$ cat config.mk
export PLATFORM = sky130hd
export DESIGN_NAME = cfmt_front
export DESIGN_NICKNAME = d
export VERILOG_FILES = /design/src/sv/cfmt_pkg.sv /design/src/sv/cfmt_front.sv
export SDC_FILE = /design/constraint.sdc
export NUM_CORES = 1
export LEC_CHECK = 0
export BUFFER_PORTS_ARGS = -buffer_cell sky130_fd_sc_hd__buf_2
export CAP_MARGIN = 15
export CORE_AREA = 2 2 147 149
export DETAILED_ROUTE_END_ITERATION = 10
export DIE_AREA = 0 0 149 151
export REMOVE_ABC_BUFFERS = 1
export SYNTH_ARGS = -nofsm -noshare
export SYNTH_HDL_FRONTEND = slang
export SYNTH_SLANG_ARGS = --single-unit
$ cat constraint.sdc
create_clock -name clk -period 5.9 [get_ports clk]
set_input_delay 0.295 -clock clk [delete_from_list [all_inputs] [get_ports clk]]
set_output_delay 0.295 -clock clk [all_outputs]
set_load 0.005 [all_outputs]
$ cat src/sv/cfmt_pkg.sv
// ----------------------------------------------------------------------------
// cfmt_pkg
// Shared types, codes and helpers of the first-match prefix table.
// ----------------------------------------------------------------------------
package cfmt_pkg;

	localparam int ADDR_W  = 32;
	localparam int PLEN_W  = 6;
	localparam int VALUE_W = 32;

	localparam logic [PLEN_W-1:0] PLEN_MAX = PLEN_W'(ADDR_W);

	localparam logic OP_INSERT = 1'b0;
	localparam logic OP_LOOKUP = 1'b1;

	localparam logic [1:0] ST_OK         = 2'd0;
	localparam logic [1:0] ST_FULL       = 2'd1;
	localparam logic [1:0] ST_BAD_PREFIX = 2'd2;

	typedef struct packed {
		logic                       opcode;
		logic [ADDR_W-1:0]          ip_address;
		logic [PLEN_W-1:0]          prefix_length;
		logic signed [VALUE_W-1:0]  entry_value;
	} cmd_t;

	typedef struct packed {
		logic [1:0]                 status;
		logic                       matched;
		logic signed [VALUE_W-1:0]  match_value;
	} rsp_t;

	// classified item between front and back
	typedef struct packed {
		logic                       opcode;
		logic                       bad_prefix;
		logic [ADDR_W-1:0]          ip_address;
		logic [ADDR_W-1:0]          mask;
		logic signed [VALUE_W-1:0]  entry_value;
	} work_t;

	// one table entry, network stored already masked
	typedef struct packed {
		logic [ADDR_W-1:0]          network;
		logic [ADDR_W-1:0]          mask;
		logic signed [VALUE_W-1:0]  value;
	} entry_t;

	localparam int ENTRY_W = $bits(entry_t);

	// left-aligned mask of len ones, len in 0..32
	function automatic logic [ADDR_W-1:0] prefix_to_mask(input logic [PLEN_W-1:0] len);
		logic [ADDR_W-1:0] ones;
		ones = '1;
		return ~(ones >> len);
	endfunction

endpackage

$ cat src/sv/cfmt_front.sv
// ----------------------------------------------------------------------------
// cfmt_front
// Takes command transfers, checks the prefix length, builds the mask and
// holds classified items in a two-entry queue for the back end.
// ----------------------------------------------------------------------------
module cfmt_front
	import cfmt_pkg::*;
(
	input  logic  clk,
	input  logic  arst_n,
	input  logic  start,
	output logic  busy,
	input  cmd_t  cmd,
	output logic  q_valid,
	output work_t q_item,
	input  logic  q_pop
);

	work_t      slot_q [2];
	logic       wr_ptr_q;
	logic       rd_ptr_q;
	logic [1:0] fill_q;
	logic       push;
	work_t      item_d;

	assign busy    = (fill_q == 2'd2);
	assign push    = start && !busy;
	assign q_valid = (fill_q != 2'd0);
	assign q_item  = slot_q[rd_ptr_q];

	always_comb begin
		item_d.opcode      = cmd.opcode;
		item_d.bad_prefix  = (cmd.prefix_length > PLEN_MAX);
		item_d.ip_address  = cmd.ip_address;
		item_d.mask        = prefix_to_mask(cmd.prefix_length);
		item_d.entry_value = cmd.entry_value;
	end

	always_ff @(posedge clk) begin
		if (push) begin
			slot_q[wr_ptr_q] <= item_d;
		end
	end

	always_ff @(posedge clk or negedge arst_n) begin
		if (!arst_n) begin
			wr_ptr_q <= 1'b0;
			rd_ptr_q <= 1'b0;
			fill_q   <= 2'd0;
		end else begin
			if (push) begin
				wr_ptr_q <= ~wr_ptr_q;
			end
			if (q_pop) begin
				rd_ptr_q <= ~rd_ptr_q;
			end
			if (push && !q_pop) begin
				fill_q <= fill_q + 2'd1;
			end else if (!push && q_pop) begin
				fill_q <= fill_q - 2'd1;
			end
		end
	end

endmodule

Word-level counts from Yosys, hierarchy flattened
Memories as Yosys holds them, arrays and structs flattened. Cells that the tools add are included.

Add/subtract/negate cells: 2. $lt $le $gt $ge: 1. Equality and inequality tests: 1. Shifts and indexed selects: 1. Mux-type cells: 4. Bitwise gates (word level): 3. Reduce and logical (&&, ||, !) cells: 8.

Operators with widths (number): inverter 32 bit (1); right shift 32 x 6 -> 32 bit, first input constant (1); greater-than comparator 6 bit, second input constant (1); two-way mux 2 bit (2); nonzero test 2 bit (2); logical AND 1 bit (3); zero test 1 bit (3); adder 2 x 1 -> 2 bit, second input constant (1); equality test 2 bit, second input constant (1); two-way mux 1 bit (2); inverter 1 bit (2); subtractor 2 x 1 -> 2 bit, second input constant (1).

Register bits: 4. RAM bits: 196. Input port bits: 75. Output and inout port bits: 100. Logic and storage cells: 24. Memories: 1.

Memories: slot_q (depth 2, width 98, read ports 1, clocked after Yosys merged registers in 0, wr ports 1, line cfmt_front.sv:19) `work_t slot_q [2];`.

Depth between registers and ports, before layout
Word-level depth: 7. Depth in mapped cells: 7. Mapped depth without buffers: 7.

Least setup slack after synthesis
Ideal clock, no wire load.

Path type: flip-flop to flip-flop. Start: register fill_q[0]. End: memory slot_q[0][0] in the netlist's numbering (enable). Arrival time: 4703 ps. Required time: 5345 ps. Path slack: 641 ps. Cell stages (with the launch flop): 4. Clock period less this slack: 5259 ps. Path through: dfrtp_1 nand2b_1 nand2_1 nor2_1.

Longest elaborated chain between the ends: 5.

Ends and longest elaborated chain: from (decl) (line cfmt_front.sv:22) `logic [1:0] fill_q;`; from (signal assigned) (line cfmt_front.sv:58) `fill_q <= fill_q + 2'd1;`; from (signal assigned) (line cfmt_front.sv:60) `fill_q <= fill_q - 2'd1;`; equality test 2 bit (line cfmt_front.sv:26) `assign busy = (fill_q == 2'd2);`; zero test 1 bit (line cfmt_front.sv:27) `assign push = start && !busy;`; logical AND 1 bit (line cfmt_front.sv:27); two-way mux 1 bit (line cfmt_front.sv:40) `if (push) begin`; two-way mux 1 bit (implied by the code) (line cfmt_front.sv:41) `slot_q[wr_ptr_q] <= item_d;`; to (decl) (line cfmt_front.sv:19).

No other way between the ends.

==> results.sh <==
export IMPL_fin_crit_ps=2950
export IMPL_synth_compound_area_share_pct=1.78
export IMPL_synth_top_cell_by_area="edfxtp_1"
export IMPL_fin_crit_sh_pct=49.9
export IMPL_skew_ps=4.35
export IMPL_slew_headroom_pct=47.0
export IMPL_ys_ff_latch=200
export IMPL_ys_types=25
export IMPL_setup_tns_ps=0
export IMPL_htreeDepth=4
export IMPL_worst_pin_slew_ps=794
export IMPL_syn_to_final_growth_pct=23.1
export IMPL_synthMuxAreaShare_pct=15.1
export IMPL_synth_warnings=0
export IMPL_clockRootBuffer="clkbuf_16"
export IMPL_cp_end_kind="output pin"
export IMPL_yosys_area_share_simple_pct=1.77
export IMPL_multiInputGateArea_um2=1480
export IMPL_vias_per_cell=4.63
export IMPL_dr_total_vias=3953
export IMPL_hold_buffers=1
export IMPL_cts_max_path_buffers=2
export IMPL_post_synth_instance_area_um2=7570
export IMPL_status="complete, no violations"
export IMPL_fmax_mhz=340
export IMPL_place_gp_congestion=0.756
export IMPL_crit_type="flop to output pin"
export IMPL_antenna_found_initial=0
export IMPL_clkLatencyLatePin_ps=420
export IMPL_max_stage_delay_ps=830
export IMPL_postSynthCellCount=382
export IMPL_ios=175
export IMPL_vdd_drop_max_v=0.000202
export IMPL_power_density_nw_per_um2=462
export IMPL_drv_slew=0
export IMPL_cts_resized=0
export IMPL_wl_per_cell_um=17.1
export IMPL_rsz0062_at_grt="no"
export IMPL_first_global_vias=4236
export IMPL_grt_overflow_total=0
export IMPL_slowest_stage="dfrtp_4"
export IMPL_drive_gt1_share_pct=54.2
export IMPL_max_cap_violations=0
export IMPL_hpwl_mm=9.32
export IMPL_drc=0
export IMPL_routed_wirelength_mm=14.6
export IMPL_synth_top_cells_by_area="edfxtp_1 78%, mux2_2 13%, mux2_4 2.0%"
export IMPL_synth_top_family_by_area="multiplexers"
export IMPL_seqCellArea_um2=5990
export IMPL_ff2ff_setup_slack_ps=3430
export IMPL_clock_sinks=200
export IMPL_report_final_hold_viol_count=0
export IMPL_drt_iter0_markers=176
export IMPL_setup_viol=0
export IMPL_post_cts_setup_buffers=0
export IMPL_drt_pass1_iterations=4
export IMPL_n_antenna_cell=0
export IMPL_syn_area_per_cell_um2=19.8
export IMPL_fillerInstances=1887
export IMPL_core_area_um2=20800
export IMPL_die_area_um2=22500
export IMPL_yosysTopAreaCellShare_pct=77.7
export IMPL_required_ps=5610
export IMPL_seq_area_frac_synth_pct=79.0
export IMPL_cts_tree="done"
export IMPL_track_usage_pct=13.0
export IMPL_die_w_um=149
export IMPL_power_leakage_nw=3.39
export IMPL_crit_chain="buf_4 > mux2_2 > buf_2"
export IMPL_port_buffers=174
export IMPL_finalPower_mw=4.31
export IMPL_critPathLaunchType="flop"
export IMPL_fin_nets=641
export IMPL_crit_arrival_ps=2650
export IMPL_grt_pass1_wl_mm=22.0
export IMPL_synth_xor_area_share_pct=0.578
export IMPL_grt_max_degree=54
export IMPL_ant_nets=0
export IMPL_cp_max_fo=53
export IMPL_start_util_pct=36.4
export IMPL_num_rows=53
export IMPL_cts_buffers=17
export IMPL_cts_clk_slew_worst_paths_ps=70
export IMPL_synthAdderAreaFrac_pct=0.165
export IMPL_die_y_um=151
export IMPL_hp_class="input port to flop"
-- per-stage QoR --
stage / util, % / hold slack (ps) / setup slack [ps] / cell area, um^2 / instances
2_1_floorplan: - / -0.591 / 641 / 7480 / 367
3_3_place_gp: 42.0 / 106 / 3370 / 8740 / 820
3_5_place_dp: 42.0 / 108 / 3370 / 8740 / 820
4_1_cts: 44.8 / 28.6 / 2910 / 9320 / 853
5_1_grt: 44.8 / 30.0 / 2790 / 9320 / 853
6_report: 44.8 / 52.2 / 2950 / 9320 / 853
-- placed cells by master, fill, tap and decap left out, drive strengths merged, types with 3 or more instances in the layout --
master / netlist / final
buf: 14 / 178
clkinv: 0 / 8
nor2: 6 / 6
dfrtp: 4 / 4
nor3: 3 / 3
mux2: 98 / 98
a21oi: 3 / 3
o21ai: 17 / 17
xor2: 3 / 3
edfxtp: 196 / 196
clkbuf: 1 / 17
nand2: 15 / 15
inv: 8 / 13
-- cell usage after synthesis --
master	n
nor2_1	6
or2_2	1
inv_1	8
a21oi_1	3
and3_1	1
ha_1	1
dfrtp_1	4
nand2_1	15
a21o_1	2
nor3_1	2
nand3_1	2
nor3_2	1
o31ai_1	1
o21ai_0	17
mux2_2	88
xnor2_1	2
a31oi_1	2
mux2_4	10
or2_1	1
nand2b_1	1
xor2_1	3
edfxtp_1	196
clkbuf_1	1
buf_2	11
buf_6	3
-- report_power, final --
part           switching (mW)  total [mW]  internal (mW)
Clock                   0.544        1.10          0.559
Combinational           0.560        1.14          0.578
Sequential              0.130        2.07           1.93
-- path summary, 6_finish.rpt --
| path | startpoint | to | cells after the start |
|---|---|---|---|
| setup / recovery | rd_ptr_q | q_item[35] | 3 |
| hold / removal | cmd[48] | slot_q[1][74] | 1 |
| setup reg to reg | fill_q[0] | slot_q[0][78] | 5 |
| hold reg to reg | fill_q[1] | fill_q[1] | 1 |
| max in group asynchronous | arst_n | rd_ptr_q | 2 |
| min in group asynchronous | arst_n | fill_q[1] | 2 |
-- critical path, delay by kind of cell, from the launching register on --
kind	cells	cell delay, ps
buf+inv	2	870
flops	1	830
mux	1	430
-- per-layer routing --
layer  part of all wire [%]  track usage, %
met1                     41            15.4
met2                     52            22.8
met3                    5.6            3.40
met4                    1.5            4.90
met5                      0               0
-- registers in the layout, indices dropped and copies added, names as in the netlist --
signal	count
fill_q	2
rd_ptr_q	1
slot_q	196
wr_ptr_q	1
-- cell families (layout without fill, tap and decap cells) --
kind of cell    count (synthesis)  count (layout)
flops                         200             200
mux                            98              98
simple gates                   30              30
compound gates                 25              25
buf+inv                        23             219
xor+xnor                        5               5
fa+ha+maj                       1               1
-- area by class of cell --
class / count / share of cell area [%]
sequential: 200 / 64.2
multi-input combinational: 159 / 15.9
timing repair buffer: 179 / 9.77
clock buffer: 17 / 4.56
tap: 275 / 3.69
clock inverter: 15 / 1.56
inverter: 8 / 0.322
(Power assumes the default switching activity.)
